File: src/rtl/assert_macros.svh
// assertion macros used by the top level to check its own logic
// depends on nothing; pulled in by the top level with a plain include
`ifndef ASSERT_MACROS_SVH
`define ASSERT_MACROS_SVH

// expression must hold at every clock edge outside reset
`define CHK_ALWAYS(lbl, clk, rstn, expr, msg) \
    lbl: assert property (@(posedge clk) disable iff (!(rstn)) (expr)) else $error(msg);

// consequent must hold in the same cycle as the antecedent
`define CHK_IMPLIES(lbl, clk, rstn, ante, cons, msg) \
    lbl: assert property (@(posedge clk) disable iff (!(rstn)) (ante) |-> (cons)) \
        else $error(msg);

// consequent must hold in the cycle after the antecedent
`define CHK_NEXT(lbl, clk, rstn, ante, cons, msg) \
    lbl: assert property (@(posedge clk) disable iff (!(rstn)) (ante) |=> (cons)) \
        else $error(msg);

`endif

File: src/rtl/fslt_pkg.sv
// shared constants, types and the adaptive step function of the light tracker
// depends on nothing; used by the controller, the datapath and the top level
`timescale 1ns / 1ps

package fslt_pkg;

    localparam int SAMPLE_BITS = 10;
    localparam int NUM_CH      = 4;
    localparam int CH_BITS     = 2;
    localparam int IN_BITS     = NUM_CH * SAMPLE_BITS;
    localparam int IN_TDATA_BITS = ((IN_BITS + 7) / 8) * 8;

    localparam int PULSE_BITS     = 12;
    localparam int OUT_MOVED_BIT  = 2 * PULSE_BITS;
    localparam int OUT_VALID_BIT  = 2 * PULSE_BITS + 1;
    localparam int OUT_FIELD_BITS = 2 * PULSE_BITS + 2;
    localparam int OUT_TDATA_BITS = ((OUT_FIELD_BITS + 7) / 8) * 8;

    localparam int CFG_INDEX_BITS = 3;
    localparam int CFG_DATA_BITS  = 12;

    localparam int MAG_BITS = (SAMPLE_BITS > 11) ? SAMPLE_BITS : 11;
    localparam int SUM_BITS = (SAMPLE_BITS + 2 > 12) ? SAMPLE_BITS + 2 : 12;
    localparam int STEP_BITS = 6;

    localparam int LOST_BITS  = 5;
    localparam int HCNT_BITS  = 6;
    localparam int HOMING_CAP = 43;

    localparam logic [PULSE_BITS-1:0] PULSE_CENTRE = 12'd1500;
    localparam logic [PULSE_BITS-1:0] PULSE_MIN    = 12'd600;
    localparam logic [PULSE_BITS-1:0] PULSE_MAX    = 12'd2400;

    localparam logic [STEP_BITS-1:0] STEP_MIN = 6'd10;
    localparam logic [STEP_BITS-1:0] STEP_MAX = 6'd40;
    localparam int STEP_GAIN     = 15;
    localparam int STEP_SAT_MAG  = 40 * STEP_GAIN;
    // 2185 / 2^15 gives an exact floor(x / 15) for x below the saturation point
    localparam int STEP_RECIP    = 2185;
    localparam int RECIP_SHIFT   = 15;
    localparam int RECIP_IN_BITS = 10;
    localparam int RECIP_PROD_BITS = 22;

    localparam logic [LOST_BITS-1:0] LOST_SAT = 5'd31;

    localparam logic [7:0]  RST_ALPHA     = 8'd200;
    localparam logic [9:0]  RST_DEADBAND  = 10'd30;
    localparam logic [9:0]  RST_MIN_LEVEL = 10'd50;
    localparam logic [11:0] RST_TOTAL_THR = 12'd400;
    localparam logic [3:0]  RST_LOST_LIM  = 4'd3;

    typedef enum logic [CFG_INDEX_BITS-1:0] {
        REG_ALPHA     = 3'd0,
        REG_DEADBAND  = 3'd1,
        REG_MIN_LEVEL = 3'd2,
        REG_TOTAL_THR = 3'd3,
        REG_LOST_LIM  = 3'd4
    } cfg_reg_t;

    typedef enum logic [6:0] {
        ST_IDLE  = 7'b0000001,
        ST_FILT  = 7'b0000010,
        ST_CHECK = 7'b0000100,
        ST_TMAG  = 7'b0001000,
        ST_HMAG  = 7'b0010000,
        ST_STEP  = 7'b0100000,
        ST_EMIT  = 7'b1000000
    } state_t;

    typedef struct packed {
        logic               load_in;
        logic               filt_en;
        logic [CH_BITS-1:0] ch;
        logic               check_en;
        logic               tmag_en;
        logic               hmag_en;
        logic               step_en;
        logic               emit_en;
        logic               emit_homing;
        logic               emit_last;
    } cmd_t;

    typedef struct packed {
        logic home_trig;
        logic centred;
        logic out_free;
    } sts_t;

    function automatic logic [STEP_BITS-1:0] adaptive_step(input logic [MAG_BITS-1:0] mag);
        logic [RECIP_PROD_BITS-1:0] prod;
        logic [STEP_BITS-1:0]       quo;
        logic [STEP_BITS-1:0]       step;
        prod = RECIP_PROD_BITS'(mag[RECIP_IN_BITS-1:0]) * RECIP_PROD_BITS'(STEP_RECIP);
        quo  = prod[RECIP_SHIFT +: STEP_BITS];
        if (mag >= MAG_BITS'(STEP_SAT_MAG)) begin
            step = STEP_MAX;
        end else if (quo < STEP_MIN) begin
            step = STEP_MIN;
        end else begin
            step = quo;
        end
        return step;
    endfunction

endpackage

File: src/rtl/fslt_ctrl.sv
// sequencing state machine of the light tracker: filter sweep, light check,
// tracking move, homing run or plain result, result hand-off; depends on fslt_pkg
`timescale 1ns / 1ps

module fslt_ctrl (
    input  logic            aclk,
    input  logic            aresetn,
    input  logic            s_tvalid,
    output logic            s_tready,
    input  fslt_pkg::sts_t  sts,
    output fslt_pkg::cmd_t  cmd
);

    fslt_pkg::state_t                  state_reg, state_next;
    logic [fslt_pkg::CH_BITS-1:0]      ch_reg, ch_next;
    logic [fslt_pkg::HCNT_BITS-1:0]    hcnt_reg, hcnt_next;
    logic                              run_home_reg, run_home_next;
    logic                              last_step;

    assign s_tready  = (state_reg == fslt_pkg::ST_IDLE);
    assign last_step = !run_home_reg || sts.centred ||
                       (hcnt_reg == fslt_pkg::HCNT_BITS'(fslt_pkg::HOMING_CAP - 1));

    always_comb begin
        state_next    = state_reg;
        ch_next       = ch_reg;
        hcnt_next     = hcnt_reg;
        run_home_next = run_home_reg;
        cmd           = '0;
        cmd.ch        = ch_reg;
        case (state_reg)
            fslt_pkg::ST_IDLE: begin
                if (s_tvalid) begin
                    cmd.load_in = 1'b1;
                    ch_next     = '0;
                    state_next  = fslt_pkg::ST_FILT;
                end
            end
            fslt_pkg::ST_FILT: begin
                cmd.filt_en = 1'b1;
                ch_next     = ch_reg + 1'b1;
                if (ch_reg == fslt_pkg::CH_BITS'(fslt_pkg::NUM_CH - 1)) begin
                    state_next = fslt_pkg::ST_CHECK;
                end
            end
            fslt_pkg::ST_CHECK: begin
                cmd.check_en = 1'b1;
                hcnt_next    = '0;
                if (sts.home_trig && !sts.centred) begin
                    run_home_next = 1'b1;
                    state_next    = fslt_pkg::ST_HMAG;
                end else if (sts.home_trig) begin
                    // already centred: one plain result, no move
                    run_home_next = 1'b0;
                    state_next    = fslt_pkg::ST_EMIT;
                end else begin
                    run_home_next = 1'b0;
                    state_next    = fslt_pkg::ST_TMAG;
                end
            end
            fslt_pkg::ST_TMAG: begin
                cmd.tmag_en = 1'b1;
                state_next  = fslt_pkg::ST_STEP;
            end
            fslt_pkg::ST_HMAG: begin
                cmd.hmag_en = 1'b1;
                state_next  = fslt_pkg::ST_STEP;
            end
            fslt_pkg::ST_STEP: begin
                cmd.step_en = 1'b1;
                state_next  = fslt_pkg::ST_EMIT;
            end
            fslt_pkg::ST_EMIT: begin
                if (sts.out_free) begin
                    cmd.emit_en     = 1'b1;
                    cmd.emit_homing = run_home_reg;
                    cmd.emit_last   = last_step;
                    if (last_step) begin
                        state_next = fslt_pkg::ST_IDLE;
                    end else begin
                        hcnt_next  = hcnt_reg + 1'b1;
                        state_next = fslt_pkg::ST_HMAG;
                    end
                end
            end
            default: begin
                state_next = fslt_pkg::ST_IDLE;
            end
        endcase
    end

    always_ff @(posedge aclk) begin
        if (!aresetn) begin
            state_reg    <= fslt_pkg::ST_IDLE;
            ch_reg       <= '0;
            hcnt_reg     <= '0;
            run_home_reg <= 1'b0;
        end else begin
            state_reg    <= state_next;
            ch_reg       <= ch_next;
            hcnt_reg     <= hcnt_next;
            run_home_reg <= run_home_next;
        end
    end

endmodule

File: src/rtl/fslt_datapath.sv
// datapath of the light tracker: config registers, shared filter multiplier,
// light check, axis step unit, pulse state and output register; depends on fslt_pkg
`timescale 1ns / 1ps

module fslt_datapath (
    input  logic                                  aclk,
    input  logic                                  aresetn,
    input  logic [fslt_pkg::IN_TDATA_BITS-1:0]    s_tdata,
    input  logic                                  cfg_valid,
    input  logic [fslt_pkg::CFG_INDEX_BITS-1:0]   cfg_index,
    input  logic [fslt_pkg::CFG_DATA_BITS-1:0]    cfg_data,
    output logic                                  m_tvalid,
    input  logic                                  m_tready,
    output logic [fslt_pkg::OUT_TDATA_BITS-1:0]   m_tdata,
    output logic                                  m_tlast,
    output logic                                  m_tuser,
    input  fslt_pkg::cmd_t                        cmd,
    output fslt_pkg::sts_t                        sts
);

    localparam int SB   = fslt_pkg::SAMPLE_BITS;
    localparam int PB   = fslt_pkg::PULSE_BITS;
    localparam int MB   = fslt_pkg::MAG_BITS;
    localparam int PROD = SB + 10;

    // configuration
    logic [7:0]  alpha_reg;
    logic [9:0]  deadband_reg;
    logic [9:0]  min_level_reg;
    logic [11:0] total_thr_reg;
    logic [3:0]  lost_lim_reg;

    // tracker state
    logic [SB-1:0] raw_reg   [fslt_pkg::NUM_CH];
    logic [SB-1:0] level_reg [fslt_pkg::NUM_CH];
    logic          seeded_reg;
    logic [fslt_pkg::LOST_BITS-1:0] lost_reg;
    logic          valid_reg, moved_reg, home_mode_reg;
    logic [PB-1:0] az_reg, tilt_reg;

    // per-axis move staging
    logic [MB-1:0] az_mag_reg, tl_mag_reg;
    logic          az_up_reg, tl_up_reg, az_act_reg, tl_act_reg;

    // output register
    logic          m_valid_reg;
    logic [PB-1:0] m_az_reg, m_tilt_reg;
    logic          m_moved_reg, m_light_reg, m_homing_reg, m_last_reg;

    // filter
    logic [SB-1:0]        raw_sel, old_sel, level_next;
    logic signed [SB:0]   diff;
    logic signed [PROD-1:0] prod, filt_sum;

    assign raw_sel  = raw_reg[cmd.ch];
    assign old_sel  = level_reg[cmd.ch];
    assign diff     = $signed({1'b0, raw_sel}) - $signed({1'b0, old_sel});
    assign prod     = PROD'($signed({1'b0, alpha_reg}) * diff);
    assign filt_sum = $signed(PROD'({1'b0, old_sel})) + (prod >>> 8);
    assign level_next = seeded_reg ? filt_sum[SB-1:0] : raw_sel;

    // light check
    logic [fslt_pkg::NUM_CH-1:0]   lit;
    logic [fslt_pkg::SUM_BITS-1:0] total;
    logic [2:0]                    lit_cnt;
    logic                          light_ok;
    logic [fslt_pkg::LOST_BITS-1:0] lost_inc;

    always_comb begin
        total   = '0;
        lit_cnt = '0;
        for (int i = 0; i < fslt_pkg::NUM_CH; i++) begin
            lit[i] = fslt_pkg::SUM_BITS'(level_reg[i]) > fslt_pkg::SUM_BITS'(min_level_reg);
            if (lit[i]) begin
                total   = total + fslt_pkg::SUM_BITS'(level_reg[i]);
                lit_cnt = lit_cnt + 3'd1;
            end
        end
    end

    assign light_ok = (lit_cnt >= 3'd2) && (total > fslt_pkg::SUM_BITS'(total_thr_reg));
    assign lost_inc = (lost_reg == fslt_pkg::LOST_SAT) ? lost_reg : lost_reg + 1'b1;

    assign sts.home_trig = !light_ok && (fslt_pkg::LOST_BITS'(lost_lim_reg) < lost_inc);
    assign sts.centred   = (az_reg == fslt_pkg::PULSE_CENTRE) &&
                           (tilt_reg == fslt_pkg::PULSE_CENTRE);
    assign sts.out_free  = !m_valid_reg || m_tready;

    // axis magnitudes
    logic [SB-1:0] lside_avg, rside_avg, top_avg, bot_avg;
    logic [SB:0]   sum_l, sum_r, sum_t, sum_b;
    logic [MB-1:0] az_tmag, tl_tmag, az_hmag, tl_hmag;
    logic [PB-1:0] az_herr, tl_herr;

    assign sum_l = {1'b0, level_reg[0]} + {1'b0, level_reg[2]};
    assign sum_r = {1'b0, level_reg[1]} + {1'b0, level_reg[3]};
    assign sum_t = {1'b0, level_reg[0]} + {1'b0, level_reg[1]};
    assign sum_b = {1'b0, level_reg[2]} + {1'b0, level_reg[3]};
    assign lside_avg = sum_l[SB:1];
    assign rside_avg = sum_r[SB:1];
    assign top_avg   = sum_t[SB:1];
    assign bot_avg   = sum_b[SB:1];

    assign az_tmag = MB'((lside_avg > rside_avg) ? lside_avg - rside_avg
                                                 : rside_avg - lside_avg);
    assign tl_tmag = MB'((top_avg > bot_avg) ? top_avg - bot_avg : bot_avg - top_avg);
    assign az_herr = (az_reg > fslt_pkg::PULSE_CENTRE) ? az_reg - fslt_pkg::PULSE_CENTRE
                                                       : fslt_pkg::PULSE_CENTRE - az_reg;
    assign tl_herr = (tilt_reg > fslt_pkg::PULSE_CENTRE) ? tilt_reg - fslt_pkg::PULSE_CENTRE
                                                         : fslt_pkg::PULSE_CENTRE - tilt_reg;
    assign az_hmag = MB'(az_herr);
    assign tl_hmag = MB'(tl_herr);

    // step unit, both axes
    logic [fslt_pkg::STEP_BITS-1:0] az_step, tl_step;
    logic [PB-1:0] az_next, tilt_next;

    assign az_step = fslt_pkg::adaptive_step(az_mag_reg);
    assign tl_step = fslt_pkg::adaptive_step(tl_mag_reg);

    function automatic logic [PB-1:0] move_axis(
        input logic [PB-1:0]                  p,
        input logic [MB-1:0]                  mag,
        input logic [fslt_pkg::STEP_BITS-1:0] step,
        input logic                           up,
        input logic                           act,
        input logic                           home
    );
        logic [PB:0]   up_sum;
        logic [PB-1:0] dn_val;
        logic [PB-1:0] res;
        up_sum = {1'b0, p} + (PB + 1)'(step);
        dn_val = p - PB'(step);
        if (home && (mag <= MB'(step))) begin
            res = fslt_pkg::PULSE_CENTRE;
        end else if (!act) begin
            res = p;
        end else if (up) begin
            if (!home && (up_sum > (PB + 1)'(fslt_pkg::PULSE_MAX))) begin
                res = fslt_pkg::PULSE_MAX;
            end else begin
                res = up_sum[PB-1:0];
            end
        end else begin
            if (!home && (dn_val < fslt_pkg::PULSE_MIN)) begin
                res = fslt_pkg::PULSE_MIN;
            end else begin
                res = dn_val;
            end
        end
        return res;
    endfunction

    assign az_next   = move_axis(az_reg, az_mag_reg, az_step, az_up_reg, az_act_reg,
                                 home_mode_reg);
    assign tilt_next = move_axis(tilt_reg, tl_mag_reg, tl_step, tl_up_reg, tl_act_reg,
                                 home_mode_reg);

    // control state
    always_ff @(posedge aclk) begin
        if (!aresetn) begin
            alpha_reg     <= fslt_pkg::RST_ALPHA;
            deadband_reg  <= fslt_pkg::RST_DEADBAND;
            min_level_reg <= fslt_pkg::RST_MIN_LEVEL;
            total_thr_reg <= fslt_pkg::RST_TOTAL_THR;
            lost_lim_reg  <= fslt_pkg::RST_LOST_LIM;
            for (int i = 0; i < fslt_pkg::NUM_CH; i++) begin
                level_reg[i] <= '0;
            end
            seeded_reg  <= 1'b0;
            lost_reg    <= '0;
            az_reg      <= fslt_pkg::PULSE_CENTRE;
            tilt_reg    <= fslt_pkg::PULSE_CENTRE;
            m_valid_reg <= 1'b0;
        end else begin
            if (cfg_valid) begin
                case (cfg_index)
                    fslt_pkg::REG_ALPHA:     alpha_reg     <= cfg_data[7:0];
                    fslt_pkg::REG_DEADBAND:  deadband_reg  <= cfg_data[9:0];
                    fslt_pkg::REG_MIN_LEVEL: min_level_reg <= cfg_data[9:0];
                    fslt_pkg::REG_TOTAL_THR: total_thr_reg <= cfg_data[11:0];
                    fslt_pkg::REG_LOST_LIM:  lost_lim_reg  <= cfg_data[3:0];
                    default: begin
                    end
                endcase
            end
            if (cmd.filt_en) begin
                level_reg[cmd.ch] <= level_next;
                if (cmd.ch == fslt_pkg::CH_BITS'(fslt_pkg::NUM_CH - 1)) begin
                    seeded_reg <= 1'b1;
                end
            end
            if (cmd.check_en) begin
                if (light_ok || sts.home_trig) begin
                    lost_reg <= '0;
                end else begin
                    lost_reg <= lost_inc;
                end
            end
            if (cmd.step_en) begin
                az_reg   <= az_next;
                tilt_reg <= tilt_next;
            end
            if (cmd.emit_en) begin
                m_valid_reg <= 1'b1;
            end else if (m_tready) begin
                m_valid_reg <= 1'b0;
            end
        end
    end

    // payload
    always_ff @(posedge aclk) begin
        if (cmd.load_in) begin
            for (int i = 0; i < fslt_pkg::NUM_CH; i++) begin
                raw_reg[i] <= s_tdata[i*SB +: SB];
            end
        end
        if (cmd.check_en) begin
            valid_reg <= light_ok;
            moved_reg <= 1'b0;
        end
        if (cmd.tmag_en) begin
            home_mode_reg <= 1'b0;
            az_mag_reg    <= az_tmag;
            az_up_reg     <= lside_avg > rside_avg;
            az_act_reg    <= az_tmag > MB'(deadband_reg);
            tl_mag_reg    <= tl_tmag;
            tl_up_reg     <= top_avg > bot_avg;
            tl_act_reg    <= tl_tmag > MB'(deadband_reg);
        end
        if (cmd.hmag_en) begin
            home_mode_reg <= 1'b1;
            az_mag_reg    <= az_hmag;
            az_up_reg     <= az_reg < fslt_pkg::PULSE_CENTRE;
            az_act_reg    <= 1'b1;
            tl_mag_reg    <= tl_hmag;
            tl_up_reg     <= tilt_reg < fslt_pkg::PULSE_CENTRE;
            tl_act_reg    <= 1'b1;
        end
        if (cmd.step_en && !home_mode_reg && (az_act_reg || tl_act_reg)) begin
            moved_reg <= 1'b1;
        end
        if (cmd.emit_en) begin
            m_az_reg     <= az_reg;
            m_tilt_reg   <= tilt_reg;
            m_moved_reg  <= moved_reg;
            m_light_reg  <= valid_reg;
            m_homing_reg <= cmd.emit_homing;
            m_last_reg   <= cmd.emit_last;
        end
    end

    assign m_tvalid = m_valid_reg;
    assign m_tdata  = {(fslt_pkg::OUT_TDATA_BITS - fslt_pkg::OUT_FIELD_BITS)'(0),
                       m_light_reg, m_moved_reg, m_tilt_reg, m_az_reg};
    assign m_tlast  = m_last_reg;
    assign m_tuser  = m_homing_reg;

endmodule

File: src/rtl/four_sensor_light_tracker_top.sv
// top level of the four-sensor light tracker: controller plus datapath
// depends on fslt_pkg, fslt_ctrl, fslt_datapath and assert_macros.svh
//
// usage:
//   s_* channel takes one word per sensor frame: four raw samples in s_tdata.
//   m_* channel gives the result words; m_tlast marks the final word of a
//   frame, m_tuser flags a return-to-centre step.
//   cfg_* channel writes a register by index (0 alpha, 1 deadband,
//   2 min level, 3 total threshold, 4 lost limit); always ready, writes are
//   expected while the block is idle, unknown indexes are dropped.
// sequence:
//   a tracking frame runs through the filter sweep (one channel per cycle through
//   a shared multiplier), the light check, the magnitude and the step state, and
//   its result is then registered in the emit state; the next frame is taken
//   once the controller is back in idle. a homing run repeats magnitude, step and
//   emit for each further homing step (up to 43 steps per frame).
// reset: synchronous active-low aresetn restores the register defaults,
//   clears the filter and loss counter and centres both pulses at 1500 us.
// stall: a held m_tready keeps the result in the output register; the block
//   still accepts the next frame and waits before handing over its result.
`timescale 1ns / 1ps
`include "assert_macros.svh"

module four_sensor_light_tracker_top (
    input  logic                                  aclk,
    input  logic                                  aresetn,
    // tl, tr, bl, br samples from the low bits up
    input  logic [fslt_pkg::IN_TDATA_BITS-1:0]    s_tdata,
    input  logic                                  s_tvalid,
    output logic                                  s_tready,
    // azimuth_pulse_us, tilt_pulse_us, moved, light_valid, zero pad
    output logic [fslt_pkg::OUT_TDATA_BITS-1:0]   m_tdata,
    // homing
    output logic                                  m_tuser,
    output logic                                  m_tlast,
    output logic                                  m_tvalid,
    input  logic                                  m_tready,
    input  logic                                  cfg_valid,
    output logic                                  cfg_ready,
    input  logic [fslt_pkg::CFG_INDEX_BITS-1:0]   cfg_index,
    input  logic [fslt_pkg::CFG_DATA_BITS-1:0]    cfg_data
);

    fslt_pkg::cmd_t cmd;
    fslt_pkg::sts_t sts;

    assign cfg_ready = 1'b1;

    fslt_ctrl u_ctrl (
        .aclk     (aclk),
        .aresetn  (aresetn),
        .s_tvalid (s_tvalid),
        .s_tready (s_tready),
        .sts      (sts),
        .cmd      (cmd)
    );

    fslt_datapath u_dp (
        .aclk      (aclk),
        .aresetn   (aresetn),
        .s_tdata   (s_tdata),
        .cfg_valid (cfg_valid),
        .cfg_index (cfg_index),
        .cfg_data  (cfg_data),
        .m_tvalid  (m_tvalid),
        .m_tready  (m_tready),
        .m_tdata   (m_tdata),
        .m_tlast   (m_tlast),
        .m_tuser   (m_tuser),
        .cmd       (cmd),
        .sts       (sts)
    );

    `CHK_IMPLIES(a_pulse_range, aclk, aresetn, m_tvalid,
        (m_tdata[fslt_pkg::PULSE_BITS-1:0] >= fslt_pkg::PULSE_MIN) && (m_tdata[fslt_pkg::PULSE_BITS-1:0] <= fslt_pkg::PULSE_MAX), "azimuth pulse out of range")
    `CHK_IMPLIES(a_homing_flags, aclk, aresetn, m_tvalid && m_tuser,
        !m_tdata[fslt_pkg::OUT_MOVED_BIT] && !m_tdata[fslt_pkg::OUT_VALID_BIT], "homing word with move or light flag")
    `CHK_IMPLIES(a_nonlast_homing, aclk, aresetn, m_tvalid && !m_tlast, m_tuser,
        "non-final word outside a homing run")
    `CHK_IMPLIES(a_emit_free, aclk, aresetn, cmd.emit_en, sts.out_free,
        "result loaded over an untaken word")
    `CHK_NEXT(a_one_frame, aclk, aresetn, s_tvalid && s_tready, !s_tready,
        "new frame taken while one is in progress")

endmodule
File: config.mk
export PLATFORM = sky130hd
export DESIGN_NAME = four_sensor_light_tracker_top
export DESIGN_NICKNAME = d
export VERILOG_FILES = /design/src/rtl/fslt_pkg.sv /design/src/rtl/fslt_ctrl.sv /design/src/rtl/fslt_datapath.sv /design/src/rtl/four_sensor_light_tracker_top.sv
export VERILOG_INCLUDE_DIRS = /design/src /design/src/rtl
export SDC_FILE = /design/constraint.sdc
export NUM_CORES = 1
export LEC_CHECK = 0
export ABC_AREA = 0
export BUFFER_PORTS_ARGS = -buffer_cell sky130_fd_sc_hd__buf_4
export CAP_MARGIN = 15
export CELL_PAD_IN_SITES_DETAIL_PLACEMENT = 1
export CELL_PAD_IN_SITES_GLOBAL_PLACEMENT = 1
export CORE_MARGIN = 3
export CORE_UTILIZATION = 54
export DETAILED_ROUTE_END_ITERATION = 8
export PLACE_DENSITY_LB_ADDON = 0.15
export SETUP_SLACK_MARGIN = 0.15
export SKIP_CTS_REPAIR_TIMING = 1
export SLEW_MARGIN = 40
export SYNTH_ARGS = -nofsm -noshare
export SYNTH_HDL_FRONTEND = slang
export SYNTH_SLANG_ARGS = --single-unit
File: constraint.sdc
create_clock -name aclk -period 20.4 [get_ports aclk]
set_input_delay 4.08 -clock aclk [delete_from_list [all_inputs] [get_ports aclk]]
set_output_delay 4.08 -clock aclk [all_outputs]
set_load 0.1 [all_outputs]
-- Word-level counts from Yosys, hierarchy flattened
Memories as Yosys holds them, arrays and structs flattened. A register that Yosys moved wholly into a read port is not among the register bits.
Index checks and enable logic that the tools add are counted.
Widths: inputs -> output; s select.
- register bits after elaboration: 148
- logic and storage cells: 223
- memory bits (writable): 80
- input bits: 60
- memories: 2
- memory list (name ; depth ; bits a word ; rd ports ; clocked after memory_dff ; wr ports ; line ; source):
    u_dp.level_reg ; 4 ; 10 ; 5 ; 1 ; 4 ; fslt_datapath.sv:35 ; logic [SB-1:0] level_reg [fslt_pkg::NUM_CH];
    u_dp.raw_reg ; 4 ; 10 ; 1 ; 1 ; 4 ; fslt_datapath.sv:34 ; logic [SB-1:0] raw_reg [fslt_pkg::NUM_CH];
- reduce and logical (&&, ||, !) cells: 43
- eq/ne operators: 20
- multipliers: 3
- multiplexer cells: 74
- add/subtract/negate cells: 27
- order comparisons: 25
- operators by type and width (kind ; number):
    $mux 12 ; 13
    $mux 11 ; 8
    $gt 10x10->1 ; 6
    $sub 10x10->11 ; 5
    $add 10x10->11 ; 4
    $mul 10x12->21 const B ; 2
    $pmux 7 s6 ; 1
    $add 12x10->12 ; 3
    $mux 6 ; 6
    $mux 7 ; 5
    $mux 10 ; 3
    $add 12x6->13 ; 2
    $gt 13x12->1 const B ; 2
    $eq 12x11->1 const B ; 2
    $gt 12x11->1 const B ; 2
    $lt 12x10->1 const B ; 2
    $lt 12x11->1 const B ; 2
    $sub 12x6->12 ; 2
    $ge 11x10->1 const B ; 2
    $gt 11x10->1 ; 2
    $le 11x6->1 ; 2
    $mux 1 ; 22
    $sub 11x11->11 const A ; 2
    $sub 11x11->11 const B ; 2
    other kinds (40) ; 90

-- Logic depth before layout (Yosys ltp)
Gate-level depths: netlist of run 1.
An unclocked memory read counts as a cell.
- depth after elaboration: 16
- depth in mapped cells: 45
- mapped depth without buffers: 43

-- Modules after synthesis
A second synthesis of run 1 with hierarchy kept.
- cells, all modules: 2773
- area, all modules: 24608.6 sq um
- modules (own cells, without submodules) (module ; times used ; area each (sq um) ; cells each):
    fslt_datapath ; 1 ; 23633.9 ; 2649
    fslt_ctrl ; 1 ; 963.4 ; 122
    four_sensor_light_tracker_top ; 1 ; 11.3 ; 2

-- Least setup slack after synthesis of run 1
No wires, ideal clock.
- kind: register to register
- from: register with a tool-made name
- to: memory u_dp.level_reg[0][9] (netlist name) (data pin)
- arrival: 8.707 ns
- cell stages (with the launch flop): 40
- buffers on the path: 2
- clock period less this slack: 8.981 ns
- path slack: 11.419 ns
- data required time: 20.126 ns
- path through: dfxtp_1 > buf_1 > clkbuf_1 > mux4_2 > inv_1 > ha_1 > nor2b_1 > o21ai_0 > a21boi_0 > o21ai_0 > a21boi_0 > o21ai_0 > a21boi_0 > nor2_1 > nand2_1 > fa_1 > fa_1 > fa_1 > [4 not listed] > o21ai_1 > a21oi_1 > nor2_1 > nor2_1 > nor2b_1 > nor2_1 > xnor2_1 > ha_1 > nor2_1 > nor2_1 > o31a_1 > o21ai_0 > nand2b_1 > a21oi_1 > o21ai_0 > xnor3_1 > xnor2_1 > a211oi_1
- RTL lines (what ; line):
    end, declared ; fslt_datapath.sv:35

==> summary.txt, run 1 <==
Routing
  – DRC errors left: 0
  – WL per Instance: 23.5 µm
  – DRT antenna net count: 0
  – Routed vias: 21791
  – Drt pass-1 iters: 6
  – DRT iter0 DRCs: 1431
  – Vias per std cell: 6.27
  – Drt total wl: 81700 µm

Placement
  – DP Worst Slack: 10410 ps
  – DP HPWL: 64300 µm
  – Buffers on Ports: 89
  – Placed Cells: 3428
  – RD Place Congestion: 0.910

Worst setup path
  – Nature of the critical path startpoint: register
  – Crit path DAT: 10430 ps
  – Worst Path Required: 20690 ps
  – Top Family by Delay on Critical Path: adder cells
  – CP max stage delay: 670 ps
  – Reg2Reg Setup Slack: 10250 ps
  – Crit-path slowest cell: a2111oi_0
  – Crit path top cell by count: nor2_1
  – Crit end category: register
  – Worst-path fanout max: 20
  – WS Path Type: reg -> reg
  – CP bufs+invs: 4

Synthesis
  – Synth top area cells: ha_1 18%, edfxtp_1 16%, dfxtp_1 7.9%
  – Sequential area share after synthesis: 0.240
  – Post-synthesis mux area share: 0.0446
  – Synth top area share: 0.184
  – Area leader, netlist: ha_1
  – Cell count after synthesis: 2832
  – Ys Warns: 0
  – Distinct cells, synth: 97
  – Largest family of logic cells by synthesized area: adder cells
  – Synth Area in Compound Gates: 0.163
  – Share of synthesized registers carrying an async set or reset: 0
  – Syn avg cell area: 8.73 µm²
  – EDFF count, synth: 133
  – Main synth FF type: edfxtp_1
  – Number of synthesized register bits: 230
  – Synth Area in Adders: 0.263
  – Post-Syn Area: 24700 µm²
  – Xor/xnor share of the synthesized area: 0.0576
  – Simple-Gate Fraction of Synth Area: 0.164

STA
  – Final hold vios: 0
  – Final worst path period share: 0.497
  – Setup Viol. Count Final: 0
  – RSZ-0062 raised after global routing: false
  – Worst slew pin tran: 846 ps
  – Fmax achieved: 98.5 MHz
  – Slew Viols, Final: 0
  – Worst relative slew slack: 0.434
  – Clk_skew: 22.7 ps
  – Final worst path period need: 10150 ps
  – Final setup margin: 10250 ps
  – Sum Neg Setup Slack: 0 ps
  – Hold slack: 420 ps

Clocking
  – Sink Count: 230
  – Clk_lat worst skew: 570 ps
  – Max Root-Sink Buffers: 3
  – CTS tree: done
  – Clk pin slew, worst setup/hold paths: 60 ps
  – H-tree depth: 1
  – CTS Buf Count: 25
  – Root Buffer Master: clkbuf_16

Floorplan
  – Full die area: 48400 µm²
  – Die W: 220 µm
  – Starting Density: 0.553
  – Core Area: 44700 µm²
  – Die height: 220 µm
  – Std cell rows: 77
  – IO Count: 97

Global routing
  – GRT overflow: 0
  – GRT Total Usage: 0.335
  – Pin count of the biggest net entering global routing: 51
  – Initial antenna violation count: 0
  – First-pass GRT wire length: 128000 µm
  – Vias in the first global route: 23834

Power and ir drop
  – Pleak: 0.0121 µW
  – Pwr/cell area: 105 nW/µm²
  – Worst vdd ir: 0.171 mV

Layout
  – ANT cells: 0
  – FF/Latch Area: 5940 µm²
  – Multi-input gate area: 17200 µm²
  – Non-filler cells in the finished layout: 3475
  – Synth-to-layout area growth: 7.72%
  – Fill cells: 5246
  – Nets: 3384
  – Most common cell after layout, fill and taps aside: ha_1
  – Most frequent cells in the layout: 363 x ha_1, 324 x inv_1, 275 x nand2_1
  – Share of post-route cells with drive strength above 1: 0.0805
  – Layout Utilization: 0.596

Worst hold path
  – Hold WC Path Type: reg -> reg

Flow run
  – Maxcap violations: 0

Status
  – Status: completed
-- cells in the mapped netlist, drive strengths merged (11+ instances only) --
cell and instances:
buf 29, nand3 60, and2 51, mux2 30, xnor2 108, fa 97
o21ai 114, a31oi 24, nor2b 42, ha 363, nor4 13, o21a 24
a21oi 220, mux2i 31, nand2 275, o21bai 30, clkbuf 73, nand2b 29
mux4 20, or3 15, o211ai 19, nor3 46, and3 30, inv 325
dfxtp 97, nor2 197, nand3b 11, xor2 52, a211oi 15, nand4 23
or2 13, a21o 62, edfxtp 133
-- cells by family after synthesis --
family,count (synthesis)
AOI/OAI and AO/OA,626
xor gates and xnor gates,161
other,2
DFF,230
adders and majority gates,462
and+or+nand+nor,841
muxes,81
buffers and inverters,429
-- area by class of cell --
type | count | share of cell area
clock buffer | 33 | 0.0250
clock inverter | 13 | 0.00451
inverter | 327 | 0.0461
multi-input combinational | 2178 | 0.645
sequential | 230 | 0.223
tap | 592 | 0.0278
timing repair buffer | 102 | 0.0289
-- final timing paths --
kind                  start              endpoint  cells after the start
max                register  u_dp.level_reg[2][9]                     36
min          u_dp.valid_reg      u_dp.m_light_reg                      0
max reg2reg        register  u_dp.level_reg[2][9]                     36
min reg2reg  u_dp.valid_reg      u_dp.m_light_reg                      0
-- per-stage QoR --
stage / total power [µW] / area [µm²]
after global placement: 2190 / 25800
after floorplan: 1870 / 24700
after detailed placement: 2330 / 25800
final: 2800 / 26600
after global routing: 3030 / 26600
after CTS: 2790 / 26600
-- where the power goes --
group	switching, µW	internal, µW	total [µW]
combinational	1040	772	1810
sequential	20.7	518	538
clock	197	255	452
-- per-layer routing --
layer  routed length, µm  up-vias  GRT usage
met1               31500    10860      0.379
met2               40800      694      0.608
li1                    -     9952          -
met5                   0        -          0
met3                4010      285     0.0445
met4                5340        0      0.186
(Power assumes the default switching activity.)
==> run 2: changes to the inputs <==
--- a/config.mk
+++ b/config.mk
@@ -12,7 +12,7 @@
 export CELL_PAD_IN_SITES_DETAIL_PLACEMENT = 1
 export CELL_PAD_IN_SITES_GLOBAL_PLACEMENT = 1
 export CORE_MARGIN = 3
-export CORE_UTILIZATION = 54
+export CORE_UTILIZATION = 45
 export DETAILED_ROUTE_END_ITERATION = 8
 export PLACE_DENSITY_LB_ADDON = 0.15
 export SETUP_SLACK_MARGIN = 0.15
==> constraint.sdc (replaced) <==
create_clock -name aclk -period 8.3 [get_ports aclk]
set_input_delay 1.66 -clock aclk [delete_from_list [all_inputs] [get_ports aclk]]
set_output_delay 1.66 -clock aclk [all_outputs]
set_load 0.1 [all_outputs]
==> run 2 against run 1 <==
  * Critical path depth stayed put
  * Final cell count up 7.5%
  * Via count rose by 0.14%
  * Sequential power is 140% higher
  * Final area grew 7.9%
  * Clock power rose to 2.9 times the previous value
  * Clock-buffer cell count up 5
==> summary.txt, run 2 (same netlist as run 1, synthesis figures left out) <==
Power and ir drop
  – Pwr/cell area: 314 nW/µm²
  – PnR Total Power: 9010 µW
  – Pleak: 0.0130 µW
  – Worst vdd ir: 0.470 mV

STA
  – Final worst path period need: 8180 ps
  – Sum Neg Setup Slack: 0 ps
  – Fmax achieved: 122 MHz
  – RSZ-0062 raised after global routing: true
  – Worst relative slew slack: 0.431
  – Slew Viols, Final: 0
  – Setup Viol. Count Final: 0
  – Clk_skew: 8.30 ps
  – Final hold vios: 0
  – Final worst path period share: 0.985
  – Worst slew pin tran: 845 ps
  – Final setup margin: 123 ps

Global routing
  – Pin count of the biggest net entering global routing: 46
  – First-pass GRT wire length: 129000 µm
  – Initial antenna violation count: 1
  – GRT overflow: 0
  – Vias in the first global route: 23478
  – GRT Total Usage: 0.282

Placement
  – Buffers on Ports: 89
  – DP Worst Slack: -416 ps
  – DP HPWL: 65700 µm
  – Placed Cells: 3662
  – RD Place Congestion: 0.921

Routing
  – Routed vias: 21821
  – DRC errors left: 0
  – Vias per std cell: 5.84
  – Drt pass-1 iters: 5
  – Drt total wl: 83100 µm
  – DRT iter0 DRCs: 1178
  – WL per Instance: 22.3 µm
  – DRT antenna net count: 0

Layout
  – Share of post-route cells with drive strength above 1: 0.169
  – FF/Latch Area: 5940 µm²
  – Multi-input gate area: 17800 µm²
  – Most common cell after layout, fill and taps aside: ha_1
  – Non-filler cells in the finished layout: 3735
  – Nets: 3537
  – Synth-to-layout area growth: 16.3%
  – Fill cells: 6269
  – Most frequent cells in the layout: 344 x ha_1, 315 x inv_1, 273 x nand2_1
  – Layout Utilization: 0.531

Worst setup path
  – Crit end category: register
  – WS Path Type: reg -> reg
  – Nature of the critical path startpoint: register
  – Worst-path fanout max: 6
  – Crit path top cell by count: o21ai_2
  – CP max stage delay: 550 ps
  – Crit-path slowest cell: mux4_2
  – Crit path DAT: 8480 ps
  – Worst Path Required: 8600 ps

Clocking
  – Sink Count: 230
  – H-tree depth: 1
  – CTS Buf Count: 27
  – Max Root-Sink Buffers: 3
  – CTS tree: done
  – Clk_lat worst skew: 580 ps
  – Clk pin slew, worst setup/hold paths: 60 ps
  – Root Buffer Master: clkbuf_16

Status
  – Status: completed

Floorplan
  – Starting Density: 0.457
  – Std cell rows: 85
  – Die height: 240 µm
  – Full die area: 57800 µm²
  – Core Area: 54100 µm²
  – Die W: 240 µm
  – IO Count: 97

Flow run
  – Maxcap violations: 0

Worst hold path
  – Hold WC Path Type: reg -> reg
  – Hold Startpoint: u_dp.valid_reg
run 2: cell types whose count changed in the layout (fill, tap and decap cells not counted), moves of 7 or more:
| cell | change |
|---|---|
| a21oi_1 | -24 |
| clkbuf_8 | +7 |
| o21ai_2 | +11 |
| ha_1 | -19 |
| o21ai_0 | -12 |
| ha_4 | +16 |
| clkinv_1 | -8 |
| a21oi_2 | +20 |
| buf_4 | +145 |
| inv_2 | +9 |
| inv_1 | -9 |
run 2: path summary, 6_finish.rpt:
path / end / slack, ps / cells past startpoint
worst max-delay path: u_dp.level_reg[1][9] / 120 / 36
worst min-delay path: u_dp.m_light_reg / 430 / 0
worst max register to register: u_dp.level_reg[1][9] / 120 / 36
worst min register to register: u_dp.m_light_reg / 430 / 0
run 2: where the power goes:
group,internal (µW),switching [µW],leakage (µW)
Combinational,3140,3260,0.0104
Clock,795,526,0.000488
Sequential,1270,28.3,0.00209
run 2: per-stage QoR:
step | area [µm²] | hold slack, ps
after floorplan | 24800 | 400
after global placement | 26900 | 419
after detailed placement | 26900 | 416
after CTS | 27900 | 430
after global routing | 28700 | 440
final | 28800 | 429
run 2: final cells by class:
class / instances / share of cell area
Tap cell: 696 / 0.0303
Sequential cell: 230 / 0.207
Clock buffer: 38 / 0.0277
Timing Repair Buffer: 253 / 0.0673
Clock inverter: 12 / 0.00627
Antenna cell: 1 / 0.0000870
Multi-Input combinational cell: 2178 / 0.619
Inverter: 327 / 0.0427
run 2: critical path, delay by kind of cell (launching register included):
kind / cells / cell delay, ps
AOI/OAI and AO/OA: 12 / 1970
xor gates and xnor gates: 3 / 700
adders and majority gates: 7 / 2970
buffers and inverters: 5 / 660
DFF: 1 / 350
muxes: 1 / 550
and+or+nand+nor: 8 / 690
run 2: per-layer routing:
metal  vias up  GRT usage  wire (µm)
met5         -          0         13
li1      10252          -          -
met3       162     0.0334       3340
met4         2      0.106       3600
met2       487      0.520      42400
met1     10918      0.337      33800
==> run 3: changes to the inputs <==
--- a/config.mk
+++ b/config.mk
@@ -9,10 +9,10 @@
 export ABC_AREA = 0
 export BUFFER_PORTS_ARGS = -buffer_cell sky130_fd_sc_hd__buf_4
 export CAP_MARGIN = 15
-export CELL_PAD_IN_SITES_DETAIL_PLACEMENT = 1
+export CELL_PAD_IN_SITES_DETAIL_PLACEMENT = 0
 export CELL_PAD_IN_SITES_GLOBAL_PLACEMENT = 1
 export CORE_MARGIN = 3
-export CORE_UTILIZATION = 45
+export CORE_UTILIZATION = 40
 export DETAILED_ROUTE_END_ITERATION = 8
 export PLACE_DENSITY_LB_ADDON = 0.15
 export SETUP_SLACK_MARGIN = 0.15
==> run 3 against run 2 <==
  * Routed wire length decreased by 11%
  * Clock power decreased by 9.8%
  * Flip-flop and latch count unchanged
  * Core utilization decreased by 6.4 points
  * Register-to-register slack improved by 330 ps
  * Critical path type unchanged
==> summary.txt, run 3 (same netlist as run 1, synthesis figures left out) <==
Status
  – Status: completed

Global routing
  – Vias in the first global route: 21056
  – First-pass GRT wire length: 117000 µm
  – Pin count of the biggest net entering global routing: 51
  – GRT Total Usage: 0.229
  – Initial antenna violation count: 0
  – GRT overflow: 0

Worst setup path
  – Worst Path Required: 8580 ps
  – R2R depth: 37
  – Crit end category: register
  – Crit path DAT: 8130 ps
  – Worst-path fanout max: 7
  – Nature of the critical path startpoint: register
  – Critical Path Sink: u_dp.level_reg[0][9]
  – Crit path top cell by count: fa_1
  – WS Path Type: reg -> reg
  – CP max stage delay: 550 ps
  – Reg2Reg Setup Slack: 460 ps
  – Worst R2R End: u_dp.level_reg[0][9]
  – Crit-path slowest cell: fa_1

Floorplan
  – Full die area: 64800 µm²
  – Die height: 255 µm
  – Core Area: 60800 µm²
  – Std cell rows: 90
  – Starting Density: 0.407
  – IO Count: 97
  – Die W: 255 µm

Placement
  – DP HPWL: 59400 µm
  – Dpl cell area: 27100 µm²
  – RD Place Congestion: 0.891
  – Buffers on Ports: 89

STA
  – Worst relative slew slack: 0.475
  – Final hold vios: 0
  – Slew Viols, Final: 0
  – Clk_skew: 16.5 ps
  – Worst slew pin tran: 788 ps
  – Setup Viol. Count Final: 0
  – Fmax achieved: 127 MHz
  – Final worst path period share: 0.945
  – Sum Neg Setup Slack: 0 ps
  – RSZ-0062 raised after global routing: true
  – Final worst path period need: 7840 ps

Routing
  – Met3 routed WL: 2820 µm
  – Vias per std cell: 5.46
  – Drt pass-1 iters: 5
  – Top Metal Used: met4
  – Drt total wl: 74300 µm
  – WL per Instance: 19.5 µm
  – DRT antenna net count: 0
  – DRT iter0 DRCs: 1132
  – DRC errors left: 0
  – Routed vias: 20768
  – M1 WL: 32500 µm
  – Met2 Routed Length: 37100 µm

Clocking
  – Max Root-Sink Buffers: 3
  – Root Buffer Master: clkbuf_16
  – H-tree depth: 1
  – Clk pin slew, worst setup/hold paths: 60 ps
  – CTS tree: done
  – Clk_lat worst skew: 570 ps
  – Sink Count: 230
  – CTS Buf Count: 27

Flow run
  – Maxcap violations: 0

Power and ir drop
  – Sequential power share: 0.162
  – P_sw: 3180 µW
  – Worst vdd ir: 0.634 mV
  – Clock Power Share: 0.149
  – Int Pwr: 4810 µW
  – Pleak: 0.0129 µW
  – PnR Total Power: 8000 µW
  – Combinational share of power: 0.689
  – Switching share of power: 0.398
  – Pwr/cell area: 282 nW/µm²

Layout
  – Synth-to-layout area growth: 14.8%
  – Most frequent cells in the layout: 356 x ha_1, 316 x inv_1, 271 x nand2_1
  – ANT cells: 0
  – Nets: 3526
  – Share of post-route cells with drive strength above 1: 0.151
  – Most common cell after layout, fill and taps aside: ha_1
  – Post-route cell area: 28400 µm²

Worst hold path
  – Hold WC Path Type: reg -> reg
==> run 3: cell count changes in the layout (fill, tap and decap cells not counted), sizes merged <==
cell      delta
clkbuf       -3
buf         -11
diode        -1
clkinvlp     +1
bufinv       -2
clkinv       +4
inv          -2
==> run 3: power groups by stage <==
stage          combinational, µW  clock, µW  sequential [µW]
6_report                    5510       1190             1300
5_1_grt                     6200       1260             1300
4_1_cts                     4930       1210             1300
3_5_place_dp                4910          0             1320
3_3_place_gp                4830          0             1320
2_1_floorplan               3340          0             1310
==> run 3: routing by layer <==
metal | GRT usage | vias up
li1 | - | 10252
met1 | 0.291 | 9982
met2 | 0.418 | 430
met3 | 0.0251 | 104
met4 | 0.0510 | 0
met5 | 0 | -
==> run 3: worst max-delay path: cells and delay by family (launching register included) <==
kind	cells	cell delay [ps]
AO/OA/AOI/OAI	10	1700
XOR/XNOR	4	690
adder cells (fa/ha/maj)	8	3110
buffers and inverters	9	930
flip-flops	1	350
multiplexers	1	360
AND/OR/NAND/NOR	5	420
==> run 3: layout make-up <==
class / instances / area, µm²
Clock inverter: 13 / 120
Timing Repair Buffer: 242 / 1850
Tap cell: 782 / 978
Sequential cell: 230 / 5940
Clock buffer: 35 / 747
Multi-Input combinational cell: 2178 / 17500
Inverter: 327 / 1230
Fill cell: 5891 / 32400
==> run 3: how the worst min path moves through the flow <==
stage | cells after the start | slack (ps) | start | end
after floorplan | 0 | 400 | u_dp.valid_reg | u_dp.m_light_reg
after global placement | 0 | 430 | u_dp.valid_reg | u_dp.m_light_reg
after detailed placement | 0 | 420 | u_dp.valid_reg | u_dp.m_light_reg
after CTS | 0 | 440 | u_dp.valid_reg | u_dp.m_light_reg
after global routing | 0 | 450 | u_dp.valid_reg | u_dp.m_light_reg
final | 0 | 440 | u_dp.valid_reg | u_dp.m_light_reg
==> run 3: per-stage QoR <==
stage                     hold slack (ps)  cells  worst slack (ps)   util
after floorplan                       400   2837               186      -
after global placement                428   3747              -105  0.445
after detailed placement              423   3748              -168  0.445
after CTS                             437   3796              -221  0.459
after global routing                  447   3807              41.3  0.467
final                                 438   3807               455  0.467
